$ cat config.mk
export PLATFORM = sky130hd
export DESIGN_NAME = frame_background_noise_estimator
export DESIGN_NICKNAME = d
export VERILOG_FILES = /design/src/rtl/fbne_pkg.sv /design/src/rtl/fbne_ctrl.sv /design/src/rtl/fbne_dp.sv /design/src/rtl/frame_background_noise_estimator.sv
export SDC_FILE = /design/constraint.sdc
export NUM_CORES = 2
export LEC_CHECK = 0
export BUFFER_PORTS_ARGS = -buffer_cell sky130_fd_sc_hd__buf_2
export CELL_PAD_IN_SITES_DETAIL_PLACEMENT = 1
export CELL_PAD_IN_SITES_GLOBAL_PLACEMENT = 1
export CORE_MARGIN = 3
export CORE_UTILIZATION = 40
export CTS_BUF_LIST = sky130_fd_sc_hd__clkbuf_4 sky130_fd_sc_hd__clkbuf_8
export CTS_CLUSTER_DIAMETER = 120
export CTS_CLUSTER_SIZE = 20
export DETAILED_ROUTE_END_ITERATION = 6
export PLACE_DENSITY = 0.74
export SETUP_SLACK_MARGIN = 0.02
export SLEW_MARGIN = 25
export SYNTH_ARGS = -nofsm -noshare
export SYNTH_HDL_FRONTEND = slang
export SYNTH_SLANG_ARGS = --single-unit
$ cat constraint.sdc
create_clock -name aclk -period 11 [get_ports aclk]
set_input_delay 1.1 -clock aclk [delete_from_list [all_inputs] [get_ports aclk]]
set_output_delay 1.1 -clock aclk [all_outputs]
set_load 0.01 [all_outputs]
$ cat src/rtl/fbne_pkg.sv
`timescale 1ns / 1ps
`default_nettype none

package fbne_pkg;

    // configuration register indexes
    localparam logic [1:0] REG_WIDTH  = 2'd0;
    localparam logic [1:0] REG_HEIGHT = 2'd1;
    localparam logic [1:0] REG_STEP   = 2'd2;
    localparam logic [1:0] REG_OFFSET = 2'd3;

    localparam int CFG_AW = 2;
    localparam int CFG_DW = 16;

    localparam logic [12:0] RST_WIDTH  = 13'd768;
    localparam logic [12:0] RST_HEIGHT = 13'd512;
    localparam logic [7:0]  RST_STEP   = 8'd20;
    localparam logic [15:0] RST_OFFSET = 16'd500;

    // payload widths
    localparam int PIX_W    = 16;
    localparam int BIAS_W   = 17;
    localparam int NOISE_W  = 20;
    localparam int PCNT_W   = 24;
    localparam int S_TDATA_W = 16;
    localparam int M_TDATA_W = 80;

    // accumulator / arithmetic unit widths
    localparam int SUM_W    = 56;
    localparam int DQ_W     = 64;
    localparam int REM_W    = 24;
    localparam int SREM_W   = 34;
    localparam int ROOT_W   = 32;
    localparam int FRAC_SH  = 7;   // sum * 128 before the divide
    localparam int DIV_STEPS = 64;
    localparam int SQ_STEPS  = 32;
    localparam int CNT_W     = 7;

    typedef enum logic [3:0] {
        S_RUN,
        S_RSC,
        S_RSCW,
        S_RSR,
        S_RSRW,
        S_FOLD,
        S_LOAD,
        S_DIV,
        S_SQRT,
        S_DONE
    } fbne_state_t;

    typedef struct packed {
        logic pix_acc;
        logic rs_load;
        logic rs_sel_row;
        logic div_step;
        logic st_col;
        logic st_row;
        logic load_div;
        logic sqrt_step;
        logic done;
    } fbne_cmd_t;

    typedef struct packed {
        logic eof;
        logic cnt_zero;
        logic out_busy;
    } fbne_sts_t;

endpackage

`default_nettype wire

$ cat src/rtl/fbne_ctrl.sv
`timescale 1ns / 1ps
`default_nettype none

module fbne_ctrl #(
    parameter int RS_STEPS = 12
) (
    input  wire                          aclk,
    input  wire                          aresetn,
    input  wire                          s_tvalid,
    output logic                         s_tready,
    input  wire                          cfg_we,
    input  wire [fbne_pkg::CFG_AW-1:0]   cfg_addr,
    input  fbne_pkg::fbne_sts_t          sts,
    output fbne_pkg::fbne_cmd_t          cmd
);

    fbne_pkg::fbne_state_t state_reg, state_next;
    logic [fbne_pkg::CNT_W-1:0] cnt_reg, cnt_next;
    logic rs_pend_reg, rs_pend_next;
    logic cnt_inc;

    localparam logic [fbne_pkg::CNT_W-1:0] RS_LAST  = fbne_pkg::CNT_W'(RS_STEPS - 1);
    localparam logic [fbne_pkg::CNT_W-1:0] DIV_LAST = fbne_pkg::CNT_W'(fbne_pkg::DIV_STEPS - 1);
    localparam logic [fbne_pkg::CNT_W-1:0] SQ_LAST  = fbne_pkg::CNT_W'(fbne_pkg::SQ_STEPS - 1);

    always_ff @(posedge aclk) begin
        if (!aresetn) begin
            state_reg   <= fbne_pkg::S_RUN;
            cnt_reg     <= '0;
            rs_pend_reg <= 1'b0;
        end else begin
            state_reg   <= state_next;
            cnt_reg     <= cnt_next;
            rs_pend_reg <= rs_pend_next;
        end
    end

    always_comb begin
        state_next   = state_reg;
        cnt_next     = cnt_reg;
        rs_pend_next = rs_pend_reg;
        cnt_inc      = 1'b0;
        cmd          = '0;
        s_tready     = 1'b0;

        unique case (state_reg)
            fbne_pkg::S_RUN: begin
                s_tready = !rs_pend_reg;
                if (rs_pend_reg) begin
                    cmd.rs_load  = 1'b1;
                    cnt_next     = '0;
                    rs_pend_next = 1'b0;
                    state_next   = fbne_pkg::S_RSC;
                end else if (s_tvalid) begin
                    cmd.pix_acc = 1'b1;
                    if (sts.eof) begin
                        state_next = fbne_pkg::S_FOLD;
                    end
                end
            end
            fbne_pkg::S_RSC: begin
                cmd.div_step = 1'b1;
                cnt_inc      = 1'b1;
                if (cnt_reg == RS_LAST) begin
                    state_next = fbne_pkg::S_RSCW;
                end
            end
            fbne_pkg::S_RSCW: begin
                cmd.st_col     = 1'b1;
                cmd.rs_load    = 1'b1;
                cmd.rs_sel_row = 1'b1;
                cnt_next       = '0;
                state_next     = fbne_pkg::S_RSR;
            end
            fbne_pkg::S_RSR: begin
                cmd.div_step = 1'b1;
                cnt_inc      = 1'b1;
                if (cnt_reg == RS_LAST) begin
                    state_next = fbne_pkg::S_RSRW;
                end
            end
            fbne_pkg::S_RSRW: begin
                cmd.st_row = 1'b1;
                state_next = fbne_pkg::S_RUN;
            end
            fbne_pkg::S_FOLD: begin
                // last square lands in the sum here; wait for the output slot
                if (!sts.out_busy) begin
                    state_next = fbne_pkg::S_LOAD;
                end
            end
            fbne_pkg::S_LOAD: begin
                cmd.load_div = 1'b1;
                cnt_next     = '0;
                state_next   = sts.cnt_zero ? fbne_pkg::S_DONE : fbne_pkg::S_DIV;
            end
            fbne_pkg::S_DIV: begin
                cmd.div_step = 1'b1;
                cnt_inc      = 1'b1;
                if (cnt_reg == DIV_LAST) begin
                    cnt_inc    = 1'b0;
                    cnt_next   = '0;
                    state_next = fbne_pkg::S_SQRT;
                end
            end
            fbne_pkg::S_SQRT: begin
                cmd.sqrt_step = 1'b1;
                cnt_inc       = 1'b1;
                if (cnt_reg == SQ_LAST) begin
                    state_next = fbne_pkg::S_DONE;
                end
            end
            fbne_pkg::S_DONE: begin
                cmd.done   = 1'b1;
                state_next = fbne_pkg::S_RUN;
            end
            default: begin
                state_next = fbne_pkg::S_RUN;
            end
        endcase

        if (cnt_inc) begin
            cnt_next = cnt_reg + fbne_pkg::CNT_W'(1);
        end
        // a step write always forces a fresh phase resync
        if (cfg_we && (cfg_addr == fbne_pkg::REG_STEP)) begin
            rs_pend_next = 1'b1;
        end
    end

    a_sqrt_cnt: assert property (@(posedge aclk) disable iff (!aresetn)
        (state_reg == fbne_pkg::S_SQRT) |-> (cnt_reg <= SQ_LAST))
        else $error("root step counter out of range");

    a_load_free: assert property (@(posedge aclk) disable iff (!aresetn)
        cmd.load_div |-> !sts.out_busy)
        else $error("frame result loaded while output slot busy");

endmodule

`default_nettype wire

$ cat src/rtl/fbne_dp.sv
`timescale 1ns / 1ps
`default_nettype none

module fbne_dp #(
    parameter int MAX_WIDTH  = 4096,
    parameter int MAX_HEIGHT = 4096,
    parameter int PIXEL_BITS = 16,
    parameter int RS_STEPS   = 12
) (
    input  wire                                aclk,
    input  wire                                aresetn,
    input  fbne_pkg::fbne_cmd_t                cmd,
    output fbne_pkg::fbne_sts_t                sts,
    input  wire                                cfg_we,
    input  wire [fbne_pkg::CFG_AW-1:0]         cfg_addr,
    input  wire [fbne_pkg::CFG_DW-1:0]         cfg_wdata,
    input  wire [fbne_pkg::PIX_W-1:0]          pixel,
    input  wire                                frame_start,
    output logic                               m_tvalid,
    input  wire                                m_tready,
    output logic [fbne_pkg::M_TDATA_W-1:0]     m_tdata,
    output logic [0:0]                         m_tuser
);

    localparam int CW  = $clog2(MAX_WIDTH);
    localparam int RW  = $clog2(MAX_HEIGHT);
    localparam int WW  = CW + 1;
    localparam int HW  = RW + 1;
    localparam int PB  = PIXEL_BITS;
    localparam int SQW = 2 * PIXEL_BITS;
    localparam logic [PB-1:0] PIX_MASK = {PB{1'b1}};
    localparam logic [fbne_pkg::PCNT_W-1:0] PCNT_MAX = {fbne_pkg::PCNT_W{1'b1}};
    localparam logic [fbne_pkg::SUM_W-1:0]  SUM_MAX  = {fbne_pkg::SUM_W{1'b1}};

    function automatic logic [7:0] ph_inc(input logic [7:0] ph, input logic [7:0] st);
        logic [8:0] n;
        n = {1'b0, ph} + 9'd1;
        ph_inc = (n >= {1'b0, st}) ? 8'd0 : n[7:0];
    endfunction

    // configuration
    logic [12:0] width_reg, height_reg;
    logic [7:0]  step_reg;
    logic [15:0] offset_reg;

    // frame statistics
    logic [CW-1:0] col_reg, col_next;
    logic [RW-1:0] row_reg, row_next;
    logic [7:0]    colph_reg, colph_next, rowph_reg, rowph_next;
    logic [PB-1:0] min_reg, min_next, held_reg, held_next;
    logic          pend_reg, pend_next;
    logic [fbne_pkg::SUM_W-1:0]  sum_reg, sum_next;
    logic [fbne_pkg::PCNT_W-1:0] pcnt_reg, pcnt_next;
    logic [SQW-1:0] sq_reg, sq_next;
    logic           sqv_reg, sqv_next;

    // shared divide / root unit
    logic [fbne_pkg::DQ_W-1:0]   dq_reg, dq_next;
    logic [fbne_pkg::REM_W-1:0]  rem_reg, rem_next, dvs_reg, dvs_next;
    logic [fbne_pkg::SREM_W-1:0] srem_reg, srem_next;
    logic [fbne_pkg::ROOT_W-1:0] root_reg, root_next;

    // held frame result and output slot
    logic [PB-1:0]               hbg_reg, hbg_next;
    logic [fbne_pkg::PCNT_W-1:0] hcnt_reg, hcnt_next;
    logic                        hzero_reg, hzero_next;
    logic [fbne_pkg::PIX_W-1:0]   obg_reg, obg_next;
    logic [fbne_pkg::BIAS_W-1:0]  obias_reg, obias_next;
    logic [fbne_pkg::NOISE_W-1:0] onoise_reg, onoise_next;
    logic [fbne_pkg::PCNT_W-1:0]  ocnt_reg, ocnt_next;
    logic                         ozero_reg, ozero_next;
    logic                         ovalid_reg, ovalid_next;

    // combinational helpers
    logic [WW-1:0] w_eff, wm1;
    logic [HW-1:0] h_eff, hm1;
    logic [7:0]    step_eff;
    logic          clr;
    logic [CW-1:0] col_e;
    logic [RW-1:0] row_e;
    logic          pend_e;
    logic [PB-1:0] min_e, pix, diff;
    logic [fbne_pkg::PCNT_W-1:0] pcnt_e;
    logic col_end, row_end, col_on, row_on, eof;
    logic [fbne_pkg::SUM_W:0] sum_add;
    logic [RS_STEPS-1:0] pos_m1;
    logic [fbne_pkg::REM_W:0] dshift, ddiff;
    logic [fbne_pkg::SREM_W:0] sacc, strial;
    logic [fbne_pkg::PIX_W-1:0] bg16;

    always_ff @(posedge aclk) begin
        if (!aresetn) begin
            width_reg  <= fbne_pkg::RST_WIDTH;
            height_reg <= fbne_pkg::RST_HEIGHT;
            step_reg   <= fbne_pkg::RST_STEP;
            offset_reg <= fbne_pkg::RST_OFFSET;
        end else if (cfg_we) begin
            unique case (cfg_addr)
                fbne_pkg::REG_WIDTH:  width_reg  <= cfg_wdata[12:0];
                fbne_pkg::REG_HEIGHT: height_reg <= cfg_wdata[12:0];
                fbne_pkg::REG_STEP:   step_reg   <= cfg_wdata[7:0];
                fbne_pkg::REG_OFFSET: offset_reg <= cfg_wdata;
            endcase
        end
    end

    always_comb begin
        if (width_reg < 13'd3) begin
            w_eff = WW'(3);
        end else if (32'(width_reg) > MAX_WIDTH) begin
            w_eff = WW'(MAX_WIDTH);
        end else begin
            w_eff = WW'(width_reg);
        end
        if (height_reg < 13'd3) begin
            h_eff = HW'(3);
        end else if (32'(height_reg) > MAX_HEIGHT) begin
            h_eff = HW'(MAX_HEIGHT);
        end else begin
            h_eff = HW'(height_reg);
        end
        wm1      = w_eff - WW'(1);
        hm1      = h_eff - HW'(1);
        step_eff = (step_reg == 8'd0) ? 8'd1 : step_reg;
    end

    always_comb begin
        pix    = pixel[PB-1:0];
        clr    = cmd.pix_acc && frame_start;
        col_e  = clr ? '0 : col_reg;
        row_e  = clr ? '0 : row_reg;
        pend_e = clr ? 1'b0 : pend_reg;
        min_e  = clr ? PIX_MASK : min_reg;
        pcnt_e = clr ? '0 : pcnt_reg;
        diff   = (pix >= held_reg) ? (pix - held_reg) : (held_reg - pix);

        col_end = {1'b0, col_e} >= wm1;
        row_end = {1'b0, row_e} >= hm1;
        col_on  = (col_e != '0) && ({1'b0, col_e} < wm1) && (colph_reg == 8'd0);
        row_on  = (row_e != '0) && ({1'b0, row_e} < hm1) && (rowph_reg == 8'd0);
        eof     = col_end && row_end;

        sum_add = {1'b0, sum_reg} + (fbne_pkg::SUM_W + 1)'(sq_reg);
        pos_m1  = cmd.rs_sel_row ? (RS_STEPS'(row_reg) - RS_STEPS'(1))
                                 : (RS_STEPS'(col_reg) - RS_STEPS'(1));
        dshift  = {rem_reg, dq_reg[fbne_pkg::DQ_W-1]};
        ddiff   = dshift - {1'b0, dvs_reg};
        sacc    = {srem_reg[fbne_pkg::SREM_W-2:0], dq_reg[fbne_pkg::DQ_W-1 -: 2]};
        strial  = {1'b0, root_reg, 2'b01};
        bg16    = fbne_pkg::PIX_W'(hbg_reg);
    end

    assign sts.eof      = eof;
    assign sts.cnt_zero = (pcnt_reg == '0);
    assign sts.out_busy = ovalid_reg;

    always_comb begin
        col_next    = col_reg;
        row_next    = row_reg;
        colph_next  = colph_reg;
        rowph_next  = rowph_reg;
        min_next    = min_reg;
        held_next   = held_reg;
        pend_next   = pend_reg;
        pcnt_next   = pcnt_reg;
        sq_next     = sq_reg;
        sqv_next    = 1'b0;
        sum_next    = sum_reg;
        dq_next     = dq_reg;
        rem_next    = rem_reg;
        dvs_next    = dvs_reg;
        srem_next   = srem_reg;
        root_next   = root_reg;
        hbg_next    = hbg_reg;
        hcnt_next   = hcnt_reg;
        hzero_next  = hzero_reg;
        obg_next    = obg_reg;
        obias_next  = obias_reg;
        onoise_next = onoise_reg;
        ocnt_next   = ocnt_reg;
        ozero_next  = ozero_reg;
        ovalid_next = ovalid_reg && !m_tready;

        // squared difference is registered and added to the sum in the cycle after its pair
        if (clr) begin
            sum_next = '0;
        end else if (sqv_reg) begin
            sum_next = sum_add[fbne_pkg::SUM_W] ? SUM_MAX : sum_add[fbne_pkg::SUM_W-1:0];
        end

        if (cmd.pix_acc) begin
            col_next  = col_e;
            row_next  = row_e;
            pend_next = pend_e;
            min_next  = min_e;
            pcnt_next = pcnt_e;
            sq_next   = SQW'(diff) * SQW'(diff);
            sqv_next  = pend_e;
            if (pend_e) begin
                if (pcnt_e != PCNT_MAX) begin
                    pcnt_next = pcnt_e + fbne_pkg::PCNT_W'(1);
                end
                if (held_reg < min_e) begin
                    min_next = held_reg;
                end
                pend_next = 1'b0;
            end
            if (col_on && row_on) begin
                held_next = pix;
                pend_next = 1'b1;
            end
            if (eof) begin
                col_next  = '0;
                row_next  = '0;
                pend_next = 1'b0;
            end else if (col_end) begin
                col_next   = '0;
                row_next   = row_e + RW'(1);
                rowph_next = (row_e == '0) ? 8'd0 : ph_inc(rowph_reg, step_eff);
            end else begin
                col_next   = col_e + CW'(1);
                colph_next = (col_e == '0) ? 8'd0 : ph_inc(colph_reg, step_eff);
            end
        end

        // phase resync: (pos - 1) mod step through the divider
        if (cmd.st_col) begin
            colph_next = rem_reg[7:0];
        end
        if (cmd.st_row) begin
            rowph_next = rem_reg[7:0];
        end
        if (cmd.rs_load) begin
            dq_next  = {pos_m1, {(fbne_pkg::DQ_W - RS_STEPS){1'b0}}};
            rem_next = '0;
            dvs_next = fbne_pkg::REM_W'(step_eff);
        end

        if (cmd.load_div) begin
            dq_next    = {1'b0, sum_reg, {fbne_pkg::FRAC_SH{1'b0}}};
            rem_next   = '0;
            dvs_next   = pcnt_reg;
            srem_next  = '0;
            root_next  = '0;
            hbg_next   = min_reg;
            hcnt_next  = pcnt_reg;
            hzero_next = (pcnt_reg == '0);
            min_next   = PIX_MASK;
            pcnt_next  = '0;
            sum_next   = '0;
        end

        // restoring divide, quotient shifts into dq
        if (cmd.div_step) begin
            if (!ddiff[fbne_pkg::REM_W]) begin
                rem_next = ddiff[fbne_pkg::REM_W-1:0];
                dq_next  = {dq_reg[fbne_pkg::DQ_W-2:0], 1'b1};
            end else begin
                rem_next = dshift[fbne_pkg::REM_W-1:0];
                dq_next  = {dq_reg[fbne_pkg::DQ_W-2:0], 1'b0};
            end
        end

        // digit-by-digit root of the quotient, two bits per step
        if (cmd.sqrt_step) begin
            dq_next = {dq_reg[fbne_pkg::DQ_W-3:0], 2'b00};
            if (sacc >= strial) begin
                srem_next = fbne_pkg::SREM_W'(sacc - strial);
                root_next = {root_reg[fbne_pkg::ROOT_W-2:0], 1'b1};
            end else begin
                srem_next = sacc[fbne_pkg::SREM_W-1:0];
                root_next = {root_reg[fbne_pkg::ROOT_W-2:0], 1'b0};
            end
        end

        if (cmd.done) begin
            ovalid_next = 1'b1;
            ozero_next  = hzero_reg;
            if (hzero_reg) begin
                obg_next    = '0;
                obias_next  = '0;
                onoise_next = '0;
                ocnt_next   = '0;
            end else begin
                obg_next    = bg16;
                obias_next  = {1'b0, bg16} - {1'b0, offset_reg};
                onoise_next = root_reg[fbne_pkg::NOISE_W-1:0];
                ocnt_next   = hcnt_reg;
            end
        end
    end

    always_ff @(posedge aclk) begin
        if (!aresetn) begin
            col_reg    <= '0;
            row_reg    <= '0;
            min_reg    <= PIX_MASK;
            held_reg   <= '0;
            pend_reg   <= 1'b0;
            sum_reg    <= '0;
            pcnt_reg   <= '0;
            sqv_reg    <= 1'b0;
            ovalid_reg <= 1'b0;
        end else begin
            col_reg    <= col_next;
            row_reg    <= row_next;
            min_reg    <= min_next;
            held_reg   <= held_next;
            pend_reg   <= pend_next;
            sum_reg    <= sum_next;
            pcnt_reg   <= pcnt_next;
            sqv_reg    <= sqv_next;
            ovalid_reg <= ovalid_next;
        end
    end

    always_ff @(posedge aclk) begin
        colph_reg  <= colph_next;
        rowph_reg  <= rowph_next;
        sq_reg     <= sq_next;
        dq_reg     <= dq_next;
        rem_reg    <= rem_next;
        dvs_reg    <= dvs_next;
        srem_reg   <= srem_next;
        root_reg   <= root_next;
        hbg_reg    <= hbg_next;
        hcnt_reg   <= hcnt_next;
        hzero_reg  <= hzero_next;
        obg_reg    <= obg_next;
        obias_reg  <= obias_next;
        onoise_reg <= onoise_next;
        ocnt_reg   <= ocnt_next;
        ozero_reg  <= ozero_next;
    end

    assign m_tvalid = ovalid_reg;
    assign m_tdata  = {3'b000, ocnt_reg, onoise_reg, obias_reg, obg_reg};
    assign m_tuser  = ozero_reg;

    a_no_overwrite: assert property (@(posedge aclk) disable iff (!aresetn)
        cmd.done |-> !ovalid_reg)
        else $error("result written over an untaken result");

    a_pend_col: assert property (@(posedge aclk) disable iff (!aresetn)
        pend_reg |-> (col_reg != '0))
        else $error("pending pair at column zero");

    a_rem_bound: assert property (@(posedge aclk) disable iff (!aresetn)
        cmd.div_step |=> (rem_reg < dvs_reg))
        else $error("divider remainder not below divisor");

endmodule

`default_nettype wire

$ cat src/rtl/frame_background_noise_estimator.sv
`timescale 1ns / 1ps
`default_nettype none

// Channel   Ports                     Payload (low bit up)
// s_ (in)   s_tvalid/s_tready         s_tdata: pixel[15:0]; s_tuser: frame_start
// m_ (out)  m_tvalid/m_tready         m_tdata: background[15:0], bias_level[32:16],
//                                     noise_dev[52:33], sample_count[76:53], pad;
//                                     m_tuser: no_samples
// cfg       cfg_we/cfg_addr/cfg_wdata 0 width, 1 height, 2 step, 3 bias offset
//
// Pixels are taken one per cycle outside the stalls below. The last pixel of a
// frame stalls s_tready through a fold, a load, 64 restoring divide steps and
// 32 root steps in the shared divide/root unit, one write-out (a frame with no
// pairs skips divide and root). A sample_step write stalls to resync the grid
// phases through the same divider. Reset is synchronous, active low, and
// needs no clearing pass. A result waits in the output register; the next frame
// streams in meanwhile, and its end holds until that result is taken.

module frame_background_noise_estimator #(
    parameter int MAX_WIDTH  = 4096,
    parameter int MAX_HEIGHT = 4096,
    parameter int PIXEL_BITS = 16
) (
    input  wire                               aclk,
    input  wire                               aresetn,
    input  wire                               s_tvalid,
    output logic                              s_tready,
    input  wire [fbne_pkg::S_TDATA_W-1:0]     s_tdata,   // pixel
    input  wire [0:0]                         s_tuser,   // frame_start
    output logic                              m_tvalid,
    input  wire                               m_tready,
    output logic [fbne_pkg::M_TDATA_W-1:0]    m_tdata,   // background, bias_level,
                                                         // noise_dev, sample_count
    output logic [0:0]                        m_tuser,   // no_samples
    input  wire                               cfg_we,
    input  wire [fbne_pkg::CFG_AW-1:0]        cfg_addr,
    input  wire [fbne_pkg::CFG_DW-1:0]        cfg_wdata
);

    // grid phase resync divides a column or row position
    localparam int CW       = $clog2(MAX_WIDTH);
    localparam int RW       = $clog2(MAX_HEIGHT);
    localparam int RS_STEPS = (CW > RW) ? CW : RW;

    fbne_pkg::fbne_cmd_t cmd;
    fbne_pkg::fbne_sts_t sts;

    fbne_ctrl #(
        .RS_STEPS (RS_STEPS)
    ) u_ctrl (
        .aclk     (aclk),
        .aresetn  (aresetn),
        .s_tvalid (s_tvalid),
        .s_tready (s_tready),
        .cfg_we   (cfg_we),
        .cfg_addr (cfg_addr),
        .sts      (sts),
        .cmd      (cmd)
    );

    // per-pixel statistics, divide/root unit and output register
    fbne_dp #(
        .MAX_WIDTH  (MAX_WIDTH),
        .MAX_HEIGHT (MAX_HEIGHT),
        .PIXEL_BITS (PIXEL_BITS),
        .RS_STEPS   (RS_STEPS)
    ) u_dp (
        .aclk        (aclk),
        .aresetn     (aresetn),
        .cmd         (cmd),
        .sts         (sts),
        .cfg_we      (cfg_we),
        .cfg_addr    (cfg_addr),
        .cfg_wdata   (cfg_wdata),
        .pixel       (s_tdata),
        .frame_start (s_tuser[0]),
        .m_tvalid    (m_tvalid),
        .m_tready    (m_tready),
        .m_tdata     (m_tdata),
        .m_tuser     (m_tuser)
    );

endmodule

`default_nettype wire
[Word level (Yosys, flattened, before mapping)]
Cells that the tools add are included.
Word-level totals
  output and inout port bits: 83
  flip-flop bits (word level): 545
Cells by class
  $lt $le $gt $ge: 13
  equality and inequality tests: 28
  bitwise operators: 1
  $mul: 1
  add/sub/neg operators: 16
  mux-type cells: 83
  reductions and logical operators: 45
Operators with widths (number)
  $mux W64: 4
  $mux W24: 9
  $mux W8: 13
  $mux W33: 3
  $mux W12: 7
  $mux W16: 4
  $mux W32: 2
  $add A56 B32 Y57: 1
  $mux W56: 1
  $mux W13: 4
  $mux W4: 9
  $ge A35 B34 Y1: 1
  $sub A33 B33 Y33: 1
  $mul A16 B16 Y32: 1
  $pmux W4 S8: 1
  $sub A16 B16 Y16: 2
  $ge A12 B13 Y1: 2
  $gt A13 B13 Y1 const B: 2
  $lt A12 B13 Y1: 2
  $lt A13 B2 Y1 const B: 2
  $sub A13 B1 Y13 const B: 2
  $sub A25 B24 Y25: 1
  $add A12 B1 Y12 const B: 2
  $add A24 B1 Y24 const B: 1
  other kinds (42): 110

[Depth between registers and ports, before layout]
  depth in word-level cells: 11
  gate-level depth with buffers: 37

[Modules after synthesis]
A second synthesis with hierarchy kept.
Unflattened totals
  cell total of the unflattened synthesis: 4257
  area, all modules: 39288.9 sq um
Modules (own cells, without submodules)
  fbne_dp: area each 38408.1 sq um, seq. area each 14063.5 sq um, cells each 4145, instances 1
  fbne_ctrl: area each 880.8 sq um, seq. area each 240.2 sq um, cells each 112, instances 1

[Worst setup path before layout]
No wires, ideal clock.
  path type: input port to flip-flop
  start: input port s_tdata[0] (netlist name)
  end: register u_dp.sq_reg[28] (data pin)
  cell stages on the path: 33
  setup time: 0.262 ns
  path slack: 1.834 ns
  path buffers: 1
  arrival: 8.903 ns
  cell sequence: inv_1 ha_1 fa_1 o211ai_1 a21oi_1 a21oi_2 a211oi_1 a211oi_1 a21oi_1 xor2_1 clkbuf_1 nor2_1 fa_1 inv_1 fa_1 inv_1 fa_1 fa_1 fa_1 inv_1 fa_1 inv_1 ha_1 a21o_1 a21oi_1 o21ai_0 and3_1 a311o_1 a221oi_1 o21ai_1 a31oi_1 o21bai_1 xor2_1
Between the ends
  word-level cells in the longest chain between the ends: 3
Ends and longest elaborated chain
  start, declared: RTL line frame_background_noise_estimator.sv:28  | input wire [fbne_pkg::S_TDATA_W-1:0] s_tdata,
  $sub A16 B16 Y16 or $ge A16 B16 Y1 (tied branches): RTL line fbne_dp.sv:135  | diff = (pix >= held_reg) ? (pix - held_reg) : (held_reg - pix);
  $mux W16 *: RTL line fbne_dp.sv:135
  $mul A16 B16 Y32 *: RTL line fbne_dp.sv:197  | sq_next = SQW'(diff) * SQW'(diff);
  end signal, assigned: RTL line fbne_dp.sv:320  | sq_reg <= sq_next;
  end, declared: RTL line fbne_dp.sv:54  | logic [SQW-1:0] sq_reg, sq_next;
Mark *: on every way between the ends. The rest lies on a longest branch, timed or not.
A chain may end at the register's enable or synchronous reset.

[Final worst setup path]
Ends and elaborated chain as after synthesis.

==> metrics <==
GRT Total Usage=0.204; max_cap viols=0; fin crit share=0.897; Root Buffer=clkbuf_8; Crit-path slowest cell=xor2_1; cells after synthesis=4,089; CTS tree=yes; CP endpoint kind=flip-flop; hold_ws=0.471 ns; Synth Register Bits=approximately 540; drt drc=0; Worst path max stage delay=between 0.6 and 0.7 ns; Core ar.=between 0.09 and 0.1 sq mm; commonest non-fill, non-tap cell in the layout=inv_1; clk slew on worst S/H paths=0.13 ns; Die Span X=about 320 um; fin crit period=just under 10 ns; initial core utilization=0.407; worst setup margin=about 1.1 ns; Fin. Hold Viols=0; Min-Delay Path Class=reg2reg; Final #Nets=between 4,000 and 5,000; clock skew=between 0.07 and 0.08 ns; clk buf depth=3; mean post-synth cell area=between 9 and 10 sq um; Worst-Skew Late Latency=between 0.6 and 0.7 ns; chip height=between 300 and 400 um; Max Freq=between 100 and 150 MHz; Yosys warning count=0; area of the multi-input gates=0.0215 sq mm; routability cong.=approximately 0.88; Slew HR=0.346; TritonCTS Buffers=34; count of cell types in the netlist=94; IO Count=roughly 120; HPWL after DPL=77,000 um; first-iteration detailed-routing DRC count=between 1,500 and 2,000; arrival time worst endpoint=roughly 10 ns; setup TNS=0 ns; Setup CP Type=in2reg; vias=approximately 30,000; die area=0.0993 sq mm; vias in the first global route=30,900; WL/cell=18.7 um; Most Frequent Cell on Critical Path=fa_1; post-place instance area=~0.040 sq mm; cts repair resizes=0; Vias/cell=5.45; worst-path fanout max=19; initial antenna violation count=3; endpoints failing setup=0; largest net degree at the start of global routing=roughly 80; overall routed net length=between 100,000 and 150,000 um; pre-CTS setup slack=around 0.43 ns; Seq/Total Area, Yosys=0.374; Largest register FFs=64; Area Growth Syn to Fin=6.73%; clock sinks=approximately 540; share of layout cells above drive strength 1=0.0691; RSZ-0062 raised after global routing=no; Tightest Pin Transition=between 0.9 and 1 ns; max-slew violations=0; post-CTS setup buffers=0; hold_buf cts=0; H-tree levels=2; synthesized cell area=0.0382 sq mm; Post-synth EDFFs=between 300 and 400; Detailed Routing Iterations Pass 1=6; Async S/R FF share, synth=0; Worst setup SP type=primary input; required time worst endpoint=~11 ns; first-pass GRT wire length=between 150,000 and 200,000 um; outcome=complete, no violations; ys flop type=edfxtp_1; antenna-violating nets left=0; GR Overflow Total=0; row count=between 100 and 150; layout filler cell count=~11,000; most frequent cells in the layout=inv_1 (471), nor2_1 (413), nand2_1 (361), edfxtp_1 (341), ha_1 (306); Reg area=between 0.01 and 0.015 sq mm; PortBufs=about 120; post-route cell area=0.0408 sq mm
final timing paths:
path	slack, ns	depth (start not counted)	startpoint	end
setup / recovery	1.13	33	s_tdata[0]	u_dp.sq_reg[28]$_DFFE_PP_
hold / removal	0.47	2	u_dp.offset_reg[13]$_SDFFE_PN0P_	u_dp.offset_reg[13]$_SDFFE_PN0P_
setup reg to reg	1.34	31	u_dp.held_reg[8]$_SDFFE_PN0P_	u_dp.sq_reg[28]$_DFFE_PP_
hold reg to reg	0.47	2	u_dp.offset_reg[13]$_SDFFE_PN0P_	u_dp.offset_reg[13]$_SDFFE_PN0P_
synth_stat cells, drive strengths merged, types with 85 or more instances:
cell	instances	share of area
a21oi	266	0.035
clkbuf	120	0.012
dfxtp	203	0.11
edfxtp	341	0.27
fa	168	0.088
ha	306	0.10
inv	477	0.047
nand2	363	0.036
nor2	415	0.041
o21ai	209	0.027
xnor2	130	0.030
xor2	85	0.019
layout make-up:
| type | count | share of cell area |
|---|---|---|
| Antenna cell | 2 | 0.000123 |
| Clock buffer | 57 | 0.0159 |
| Clock inverter | 5 | 0.00153 |
| Inverter | 481 | 0.0443 |
| Multi-Input combinational cell | 2905 | 0.527 |
| Sequential cell | 544 | 0.351 |
| Tap cell | 1254 | 0.0385 |
| Timing Repair Buffer | 162 | 0.0225 |
logic make-up after synthesis:
| logic type | synth area share |
|---|---|
| mux | 0.0220 |
| fa+ha+maj | 0.188 |
| xor+xnor | 0.0495 |
| flops | 0.374 |
| other cells | 0.0000981 |
| simple gates | 0.156 |
| buf+inv | 0.0652 |
| compound gates | 0.145 |
critical path, delay by kind of cell:
| family | cells | cell delay, ns |
|---|---|---|
| AO/OA/AOI/OAI | 11 | 2.63 |
| XOR/XNOR | 2 | 0.75 |
| adder cells (fa/ha/maj) | 9 | 4.11 |
| buffers and inverters | 7 | 0.70 |
| multiplexers | 1 | 0.36 |
| AND/OR/NAND/NOR | 3 | 0.58 |
layer usage:
metal,track usage,share of wire,up-vias,wire (um)
li1,-,-,14200,-
met1,0.261,0.44,14700,45000
met2,0.366,0.50,433,50600
met3,0.0195,0.032,133,3240
met4,0.0508,0.024,0,2440
met5,0,0,-,0
metrics by stage:
step | instances | util
floorplan | 4091 | -
global route | 5410 | 0.434
CTS | 5408 | 0.434
global placement | 5346 | 0.426
detailed placement | 5346 | 0.426
finish | 5410 | 0.434
Power is left out: the tool's default activity adds up to more than one toggle a clock period on the data nets, which glitch-free logic cannot reach.
